File: config.mk
export PLATFORM = sky130hd
export DESIGN_NAME = line_segment_window_clip_top
export DESIGN_NICKNAME = d
export VERILOG_FILES = /design/src/sv/lswc_pkg.sv /design/src/sv/lswc_div_cell.sv /design/src/sv/lswc_div_chain.sv /design/src/sv/line_segment_window_clip_top.sv
export SDC_FILE = /design/constraint.sdc
export NUM_CORES = 2
export LEC_CHECK = 0
export BUFFER_PORTS_ARGS = -buffer_cell sky130_fd_sc_hd__buf_2
export CAP_MARGIN = 10
export CELL_PAD_IN_SITES_DETAIL_PLACEMENT = 1
export CELL_PAD_IN_SITES_GLOBAL_PLACEMENT = 2
export CORE_ASPECT_RATIO = 1.2
export CORE_UTILIZATION = 30
export CTS_CLUSTER_DIAMETER = 200
export DETAILED_ROUTE_END_ITERATION = 6
export HOLD_SLACK_MARGIN = 0.03
export PLACE_DENSITY = 0.61
export SETUP_SLACK_MARGIN = 0.02
export SLEW_MARGIN = 25
export SYNTH_ARGS = -nofsm -noshare
export SYNTH_HDL_FRONTEND = slang
export SYNTH_SLANG_ARGS = --single-unit
File: constraint.sdc
create_clock -name clk -period 9.4 [get_ports clk]
set_input_delay 1.41 -clock clk [delete_from_list [all_inputs] [get_ports clk]]
set_output_delay 1.41 -clock clk [all_outputs]
set_load 0.03 [all_outputs]
File: src/sv/lswc_pkg.sv
`timescale 1ns / 1ps
package lswc_pkg;

	// Outcode bits, one for each window edge.
	localparam logic [3:0] CODE_LEFT   = 4'h1;
	localparam logic [3:0] CODE_RIGHT  = 4'h2;
	localparam logic [3:0] CODE_BOTTOM = 4'h4;
	localparam logic [3:0] CODE_TOP    = 4'h8;

	// Register indexes on the configuration port.
	localparam logic [1:0] REG_LEFT   = 2'd0;
	localparam logic [1:0] REG_BOTTOM = 2'd1;
	localparam logic [1:0] REG_RIGHT  = 2'd2;
	localparam logic [1:0] REG_TOP    = 2'd3;

	typedef enum logic [2:0] {
		ST_IDLE,
		ST_EVAL,
		ST_MUL,
		ST_DIV,
		ST_OUT
	} state_t;

	// Control that travels alongside the data through the divider cells.
	typedef struct packed {
		logic vld;
		logic neg;
		logic zero;
	} div_ctl_t;

endpackage

File: src/sv/lswc_div_cell.sv
`timescale 1ns / 1ps
module lswc_div_cell #(
	parameter int N = 16,
	parameter int P = 32
) (
	input  logic              clk,
	input  logic              arst_n,
	input  lswc_pkg::div_ctl_t prev_ctl,
	input  logic [P-1:0]      prev_num,
	input  logic [N-1:0]      prev_rem,
	input  logic [N-1:0]      prev_den,
	input  logic [N-1:0]      prev_quo,
	output lswc_pkg::div_ctl_t next_ctl,
	output logic [P-1:0]      next_num,
	output logic [N-1:0]      next_rem,
	output logic [N-1:0]      next_den,
	output logic [N-1:0]      next_quo
);
	import lswc_pkg::*;

	logic [N:0]   trial;
	logic [N:0]   diff;
	logic         ge;
	div_ctl_t     ctl_q;
	logic [P-1:0] num_q;
	logic [N-1:0] rem_q;
	logic [N-1:0] den_q;
	logic [N-1:0] quo_q;

	// One restoring step: bring down the next dividend bit and try the divisor.
	always_comb begin
		trial = {prev_rem, prev_num[P-1]};
		diff  = trial - {1'b0, prev_den};
		ge    = (trial >= {1'b0, prev_den});
	end

	always_ff @(posedge clk or negedge arst_n) begin
		if (!arst_n) begin
			ctl_q <= '0;
		end else begin
			ctl_q <= prev_ctl;
		end
	end

	always_ff @(posedge clk) begin
		num_q <= {prev_num[P-2:0], 1'b0};
		rem_q <= ge ? diff[N-1:0] : trial[N-1:0];
		den_q <= prev_den;
		quo_q <= {prev_quo[N-2:0], ge};
	end

	assign next_ctl = ctl_q;
	assign next_num = num_q;
	assign next_rem = rem_q;
	assign next_den = den_q;
	assign next_quo = quo_q;

endmodule

File: src/sv/lswc_div_chain.sv
`timescale 1ns / 1ps
module lswc_div_chain #(
	parameter int N = 16
) (
	input  logic               clk,
	input  logic               arst_n,
	input  lswc_pkg::div_ctl_t start_ctl,
	input  logic [2*N-1:0]     start_num,
	input  logic [N-1:0]       start_den,
	output lswc_pkg::div_ctl_t done_ctl,
	output logic [N-1:0]       done_quo
);
	import lswc_pkg::*;

	localparam int P = 2 * N;

	div_ctl_t     ctl [P+1];
	logic [P-1:0] num [P+1];
	logic [N-1:0] rem [P+1];
	logic [N-1:0] den [P+1];
	logic [N-1:0] quo [P+1];

	assign ctl[0] = start_ctl;
	assign num[0] = start_num;
	assign rem[0] = '0;
	assign den[0] = start_den;
	assign quo[0] = '0;

	// One cell per quotient bit; only the low N quotient bits are kept.
	for (genvar g = 0; g < P; g++) begin : g_cell
		lswc_div_cell #(.N(N), .P(P)) u_cell (
			.clk      (clk),
			.arst_n   (arst_n),
			.prev_ctl (ctl[g]),
			.prev_num (num[g]),
			.prev_rem (rem[g]),
			.prev_den (den[g]),
			.prev_quo (quo[g]),
			.next_ctl (ctl[g+1]),
			.next_num (num[g+1]),
			.next_rem (rem[g+1]),
			.next_den (den[g+1]),
			.next_quo (quo[g+1])
		);
	end

	assign done_ctl = ctl[P];
	assign done_quo = ctl[P].zero ? '0 : quo[P];

endmodule

File: src/sv/line_segment_window_clip_top.sv
`timescale 1ns / 1ps
// A segment accepted or rejected outright passes the evaluate and output states;
// each clip round, at most MAX_CLIP_ROUNDS of them, adds a multiply step and a
// pass through the divider chain of 2*COORD_BITS cells.
// Throughput: one segment at a time; the next item is taken once the result
// of the previous one sits in the output register.
// Reset: arst_n clears the window to zero and empties the control path.
module line_segment_window_clip_top #(
	parameter int COORD_BITS      = 16,
	parameter int MAX_CLIP_ROUNDS = 4
) (
	input  logic                         clk,
	input  logic                         arst_n,
	input  logic                         psel,
	input  logic                         penable,
	input  logic                         pwrite,
	input  logic [3:0]                   paddr,
	input  logic [31:0]                  pwdata,
	output logic [31:0]                  prdata,
	output logic                         pready,
	input  logic                         seg_valid,
	output logic                         seg_stall,
	input  logic signed [COORD_BITS-1:0] start_x,
	input  logic signed [COORD_BITS-1:0] start_y,
	input  logic signed [COORD_BITS-1:0] end_x,
	input  logic signed [COORD_BITS-1:0] end_y,
	output logic                         res_valid,
	input  logic                         res_stall,
	output logic                         visible,
	output logic signed [COORD_BITS-1:0] out_first_x,
	output logic signed [COORD_BITS-1:0] out_first_y,
	output logic signed [COORD_BITS-1:0] out_second_x,
	output logic signed [COORD_BITS-1:0] out_second_y
);
	import lswc_pkg::*;

	localparam int N  = COORD_BITS;
	localparam int RW = $clog2(MAX_CLIP_ROUNDS + 1);

	// Window registers, written over the configuration port.
	logic signed [N-1:0] wl_q, wb_q, wr_q, wt_q;

	// Working endpoints; the first one is always the one being clipped.
	logic signed [N-1:0] x0_q, y0_q, x1_q, y1_q;
	logic [RW-1:0]       round_q;
	logic                upd_y_q;
	logic signed [N-1:0] base_q;

	// Divider operands, signed, and their registered product.
	logic signed [N:0]   op_a_q, op_b_q, op_c_q;
	div_ctl_t            start_q;
	logic [2*N-1:0]      prod_q;
	logic [N-1:0]        den_q;

	state_t state_q, state_d;

	logic                res_valid_q, vis_q;
	logic signed [N-1:0] ofx_q, ofy_q, osx_q, osy_q;

	logic [3:0]          c0, c1, sc0;
	logic signed [N-1:0] sx0, sy0, sx1, sy1;
	logic [N-1:0]        mag_a, mag_b, mag_c;
	div_ctl_t            done_ctl;
	logic [N-1:0]        done_quo;
	logic [N-1:0]        q_signed;
	logic signed [N-1:0] new_coord;
	logic                cfg_wr;
	logic                out_take;
	logic                load_out;
	logic                vis_d;

	function automatic logic [3:0] encode(input logic signed [N-1:0] x,
			input logic signed [N-1:0] y);
		logic [3:0] code;
		code = '0;
		if (x < wl_q) begin
			code = code | CODE_LEFT;
		end else if (x > wr_q) begin
			code = code | CODE_RIGHT;
		end
		if (y < wb_q) begin
			code = code | CODE_BOTTOM;
		end else if (y > wt_q) begin
			code = code | CODE_TOP;
		end
		return code;
	endfunction

	function automatic logic [N-1:0] mag(input logic signed [N:0] v);
		logic [N:0] t;
		t = v[N] ? -v : v;
		return t[N-1:0];
	endfunction

	// Configuration port: writes land in the access phase, reads are plain muxing.
	assign pready = 1'b1;
	assign cfg_wr = psel & penable & pwrite & pready;

	always_ff @(posedge clk or negedge arst_n) begin
		if (!arst_n) begin
			wl_q <= '0;
			wb_q <= '0;
			wr_q <= '0;
			wt_q <= '0;
		end else if (cfg_wr) begin
			case (paddr[3:2])
				REG_LEFT:   wl_q <= pwdata[N-1:0];
				REG_BOTTOM: wb_q <= pwdata[N-1:0];
				REG_RIGHT:  wr_q <= pwdata[N-1:0];
				REG_TOP:    wt_q <= pwdata[N-1:0];
				default: ;
			endcase
		end
	end

	always_comb begin
		case (paddr[3:2])
			REG_LEFT:   prdata = 32'(wl_q);
			REG_BOTTOM: prdata = 32'(wb_q);
			REG_RIGHT:  prdata = 32'(wr_q);
			REG_TOP:    prdata = 32'(wt_q);
			default:    prdata = '0;
		endcase
	end

	// Outcodes of the current endpoints, and the endpoints after the swap that
	// brings the outside point to the front.
	always_comb begin
		c0  = encode(x0_q, y0_q);
		c1  = encode(x1_q, y1_q);
		sx0 = (c0 == '0) ? x1_q : x0_q;
		sy0 = (c0 == '0) ? y1_q : y0_q;
		sx1 = (c0 == '0) ? x0_q : x1_q;
		sy1 = (c0 == '0) ? y0_q : y1_q;
		sc0 = (c0 == '0) ? c1 : c0;
	end

	always_comb begin
		mag_a = mag(op_a_q);
		mag_b = mag(op_b_q);
		mag_c = mag(op_c_q);
	end

	lswc_div_chain #(.N(N)) u_chain (
		.clk       (clk),
		.arst_n    (arst_n),
		.start_ctl (start_q),
		.start_num (prod_q),
		.start_den (den_q),
		.done_ctl  (done_ctl),
		.done_quo  (done_quo)
	);

	// The clipped coordinate is the opposite-axis value plus the signed quotient.
	always_comb begin
		q_signed  = done_ctl.neg ? -done_quo : done_quo;
		new_coord = base_q + signed'(q_signed);
	end

	assign out_take = res_valid_q & ~res_stall;

	always_comb begin
		state_d  = state_q;
		load_out = 1'b0;
		vis_d    = 1'b0;
		case (state_q)
			ST_IDLE: begin
				if (seg_valid) begin
					state_d = ST_EVAL;
				end
			end
			ST_EVAL: begin
				if (c0 == '0 && c1 == '0) begin
					state_d = ST_OUT;
				end else if ((c0 & c1) != '0) begin
					state_d = ST_OUT;
				end else if (round_q >= RW'(MAX_CLIP_ROUNDS)) begin
					state_d = ST_OUT;
				end else begin
					state_d = ST_MUL;
				end
			end
			ST_MUL: state_d = ST_DIV;
			ST_DIV: begin
				if (done_ctl.vld) begin
					state_d = ST_EVAL;
				end
			end
			ST_OUT: begin
				vis_d = (c0 == '0) && (c1 == '0);
				if (!res_valid_q || out_take) begin
					load_out = 1'b1;
					state_d  = ST_IDLE;
				end
			end
			default: state_d = ST_IDLE;
		endcase
	end

	always_ff @(posedge clk or negedge arst_n) begin
		if (!arst_n) begin
			state_q     <= ST_IDLE;
			round_q     <= '0;
			start_q     <= '0;
			res_valid_q <= 1'b0;
		end else begin
			state_q <= state_d;
			start_q <= '0;
			if (state_q == ST_IDLE) begin
				round_q <= '0;
			end else if (state_q == ST_DIV && done_ctl.vld) begin
				round_q <= round_q + 1'b1;
			end
			if (state_q == ST_MUL) begin
				start_q.vld  <= 1'b1;
				start_q.neg  <= op_a_q[N] ^ op_b_q[N] ^ op_c_q[N];
				start_q.zero <= (mag_c == '0);
			end
			if (load_out) begin
				res_valid_q <= 1'b1;
			end else if (out_take) begin
				res_valid_q <= 1'b0;
			end
		end
	end

	always_ff @(posedge clk) begin
		case (state_q)
			ST_IDLE: begin
				x0_q <= start_x;
				y0_q <= start_y;
				x1_q <= end_x;
				y1_q <= end_y;
			end
			ST_EVAL: begin
				// The swap is committed only when a clip round follows; a finished
				// segment is not swapped, so outputs keep the order.
				if (state_d == ST_MUL) begin
					x0_q <= sx0;
					y0_q <= sy0;
					x1_q <= sx1;
					y1_q <= sy1;
				end
				if ((sc0 & CODE_LEFT) != '0) begin
					op_a_q  <= (N+1)'(wl_q) - (N+1)'(sx0);
					op_b_q  <= (N+1)'(sy1) - (N+1)'(sy0);
					op_c_q  <= (N+1)'(sx1) - (N+1)'(sx0);
					upd_y_q <= 1'b1;
					base_q  <= sy0;
				end else if ((sc0 & CODE_RIGHT) != '0) begin
					op_a_q  <= (N+1)'(wr_q) - (N+1)'(sx0);
					op_b_q  <= (N+1)'(sy1) - (N+1)'(sy0);
					op_c_q  <= (N+1)'(sx1) - (N+1)'(sx0);
					upd_y_q <= 1'b1;
					base_q  <= sy0;
				end else if ((sc0 & CODE_BOTTOM) != '0) begin
					op_a_q  <= (N+1)'(wb_q) - (N+1)'(sy0);
					op_b_q  <= (N+1)'(sx1) - (N+1)'(sx0);
					op_c_q  <= (N+1)'(sy1) - (N+1)'(sy0);
					upd_y_q <= 1'b0;
					base_q  <= sx0;
				end else begin
					op_a_q  <= (N+1)'(wt_q) - (N+1)'(sy0);
					op_b_q  <= (N+1)'(sx1) - (N+1)'(sx0);
					op_c_q  <= (N+1)'(sy1) - (N+1)'(sy0);
					upd_y_q <= 1'b0;
					base_q  <= sx0;
				end
			end
			ST_MUL: begin
				prod_q <= mag_a * mag_b;
				den_q  <= mag_c;
			end
			ST_DIV: begin
				// The edge coordinate is the window value the edge difference
				// was taken from: edge = op_a + point.
				if (done_ctl.vld) begin
					if (upd_y_q) begin
						x0_q <= x0_q + signed'(op_a_q[N-1:0]);
						y0_q <= new_coord;
					end else begin
						y0_q <= y0_q + signed'(op_a_q[N-1:0]);
						x0_q <= new_coord;
					end
				end
			end
			default: ;
		endcase
	end

	always_ff @(posedge clk) begin
		if (load_out) begin
			vis_q <= vis_d;
			ofx_q <= x0_q;
			ofy_q <= y0_q;
			osx_q <= x1_q;
			osy_q <= y1_q;
		end
	end

	assign seg_stall    = (state_q != ST_IDLE);
	assign res_valid    = res_valid_q;
	assign visible      = vis_q;
	assign out_first_x  = ofx_q;
	assign out_first_y  = ofy_q;
	assign out_second_x = osx_q;
	assign out_second_y = osy_q;

	// A divider result only ever arrives while the sequencer waits for it.
	a_div_in_wait: assert property (@(posedge clk) disable iff (!arst_n)
		done_ctl.vld |-> state_q == ST_DIV)
		else $error("divider result outside the wait state");

	// The round count never passes the limit.
	a_round_limit: assert property (@(posedge clk) disable iff (!arst_n)
		round_q <= RW'(MAX_CLIP_ROUNDS))
		else $error("clip round count beyond limit");

	// A new result is only raised from the output state.
	a_res_from_out: assert property (@(posedge clk) disable iff (!arst_n)
		$rose(res_valid) |-> $past(state_q) == ST_OUT)
		else $error("result raised outside the output state");

	// While idle, no item enters the divider chain and none leaves it.
	a_idle_chain: assert property (@(posedge clk) disable iff (!arst_n)
		(state_q == ST_IDLE) |-> !start_q.vld && !done_ctl.vld)
		else $error("divider busy while idle");

endmodule
==> impl_metrics.ini <==
[floorplanning]
placementRows = 226
fp.dieArea_um2 = 319200
floorplan.initialDensity_pct = 30.13
die_y_um = 618.7
coreArea_um2 = 315600
ioPinCount = 207
die_w_um = 515.9

[final_layout]
mostFrequentLayoutCells = 1624 x dfxtp_1, 1208 x inv_1, 828 x ha_1
fillers = 35330
drive_gt1_share_pct = 12.37
syn2layout_area_growth_pct = 15.10
final_common_cell = dfxtp_1
multi_input_area_um2 = 45740
regArea_um2 = 44120
fin_nets = 10790

[setup_path]
slowest_stage = fa_1
start_kind = register
critPathKind = register to register
required_ns = 10.02
arrival_ns = 9.50
cp_slowest_stage_delay_ns = 0.57
crit_path_end_kind = register
crit_top_cell = fa_1
cp_max_fo = 6

[clock_tree]
cts_hold_buf = 0
post_cts_resized = 0
clkTransAtPathRegs_ns = 0.06
numCtsBuffers = 226
cts.sinks = 2039
post-cts-setup-buffers = 0
cts_htree_levels = 4
clk_latency_ns = 0.92
clockBufferDepth = 4
cts-root-buf = clkbuf_16
cts_tree = done

[yosys]
synth_area_leaders = dfxtp_1 34%, ha_1 11%, edfxtp_1 7.7%
synth_cells = 9244
synth-adder-area-share_pct = 16.11
synthArstFlopShare_pct = 8.337
syn_area_um2 = 95070
ys_warn_count = 0
ys_types = 95
synthSimpleGateAreaFrac_pct = 10.12
synthMuxAreaShare_pct = 6.708
synth_nets = 10410
synth_edf_count = 245
synth_top_area_share_pct = 34.20
yosysSeqAreaShare_pct = 46.41
synth_xor_area_share_pct = 4.118
yosys.area.top_type = dfxtp_1
synth_top_family_by_area = adder cells
ys_ff_latch = 2039
syn_avg_cell_area_um2 = 10.28
synth_ff_type = dfxtp_1
synth_compound_area_share_pct = 10.82

[global_route]
grt_pass1_wl_um = 433500
grtUsageTotal_pct = 17.84
antenna_found_initial = 20
grt_max_degree = 104
overflow = 0
grt_pass1_vias = 69990

[job]
max-cap-violations = 0

[timing]
setup_tns_ns = 0
finalMaxSlewViolations = 0
clock_skew_ns = 0.06428
post-route-period-util_pct = 94.39
setup_viol_count_final = 0
layout_setup_ws_ns = 0.5274
worst_pin_slew_ns = 1.087
layout_min_cycle_time_ns = 8.873
finalHoldWorstSlack_ns = 0.2750
hold_viol_final = 0
rsz0062_at_grt = no
max_slew_margin_pct = 27.09
timing.fmax_mhz = 112.7

[routing]
drtPass1Iterations = 5
wire_per_inst_um = 20.41
drtAntennaViolNets = 0
routed_wl_um = 286600
route.detailed.drc = 0
num_vias = 65430
vias_per_cell = 4.658
first_iter_violations = 2532

[run_status]
status = finished clean

[placed_design]
gp_congestion = 0.8673
port_buffers = 187
dp_slack_ns = 0.1472
dp_hpwl_um = 227300

[min_path]
hp-class = register to register
## area by class of cell
cell class | instances | area share (%)
Timing Repair Buffer | 327 | 1.872
Clock inverter | 99 | 1.130
Inverter | 1214 | 4.169
Multi-Input combinational cell | 5821 | 41.80
Tap cell | 4218 | 4.823
Clock buffer | 311 | 5.849
Sequential cell | 2039 | 40.32
Antenna cell | 17 | 0.03887
## through the flow
step	instance area [um^2]	util (%)	instances
2_1_floorplan	95070	-	9244
6_report	109400	34.68	14050
4_1_cts	109300	34.64	14030
3_3_place_gp	101600	32.19	13620
3_5_place_dp	101700	32.22	13620
5_1_grt	109400	34.67	14040
## registers in the layout, indices dropped and copies added (netlist names), 17 cells and up
name / count
op_a_q: 17
op_b_q: 17
op_c_q: 17
prod_q: 32
u_chain.g_cell.u_cell.next_ctl: 96
u_chain.g_cell.u_cell.next_den: 496
u_chain.g_cell.u_cell.next_num: 496
u_chain.g_cell.u_cell.next_quo: 136
u_chain.g_cell.u_cell.next_rem: 496
## path summary, 6_finish.rpt
check | from | endpoint | slack [ns] | cells after the start
max reg2reg | op_a_q[1]$_DFFE_PP_ | prod_q[30]$_DFFE_PP_ | 0.53 | 28
max | op_a_q[1]$_DFFE_PP_ | prod_q[30]$_DFFE_PP_ | 0.53 | 28
min reg2reg | prod_q[16]$_DFFE_PP_ | u_chain.g_cell[0].u_cell.next_num[17]$_DFF_P_ | 0.27 | 0
max in group asynchronous | arst_n | wt_q[14]$_DFFE_PN0P_ | 7.52 | 3
min in group asynchronous | arst_n | u_chain.g_cell[15].u_cell.next_ctl[1]$_DFF_PN0_ | 0.66 | 1
min | prod_q[16]$_DFFE_PP_ | u_chain.g_cell[0].u_cell.next_num[17]$_DFF_P_ | 0.27 | 0
## synthesized netlist by cell type, drive strengths merged (146+ instances only)
master	n
a21oi	403
nand2	628
dfxtp	1624
o21ai	512
fa	230
inv	1213
nor2	702
a21boi	146
nor2b	150
edfxtp	245
dfrtp	170
xnor2	306
mux2	422
ha	828
## worst max-delay path: cells and delay by family, from the launching register on
family	cells	cell delay (ns)
simple gates	6	1.41
xor+xnor	2	0.54
flops	1	0.40
compound gates	7	2.19
fa+ha+maj	8	3.60
buf+inv	5	0.48
## logic make-up after synthesis
family                     count (synthesis)
muxes                                    564
buffers and inverters                   1384
AOI/OAI and AO/OA                       1639
xor gates and xnor gates                 447
other                                      1
adders and majority gates               1093
DFF                                     2039
and+or+nand+nor                         2077
## metal layers
metal	global-route usage (%)	part of all wire, %	vias to the layer above	wire, um
met3	1.938	2.7	428	7811
met2	31.88	50	800	142400
met1	21.90	44	32160	125400
met4	6.502	3.8	0	11000
li1	-	-	32050	-
met5	0	0	-	0
Power is not shown: default switching activity piles up to over one toggle a cycle in this logic, so the estimate is an artifact.
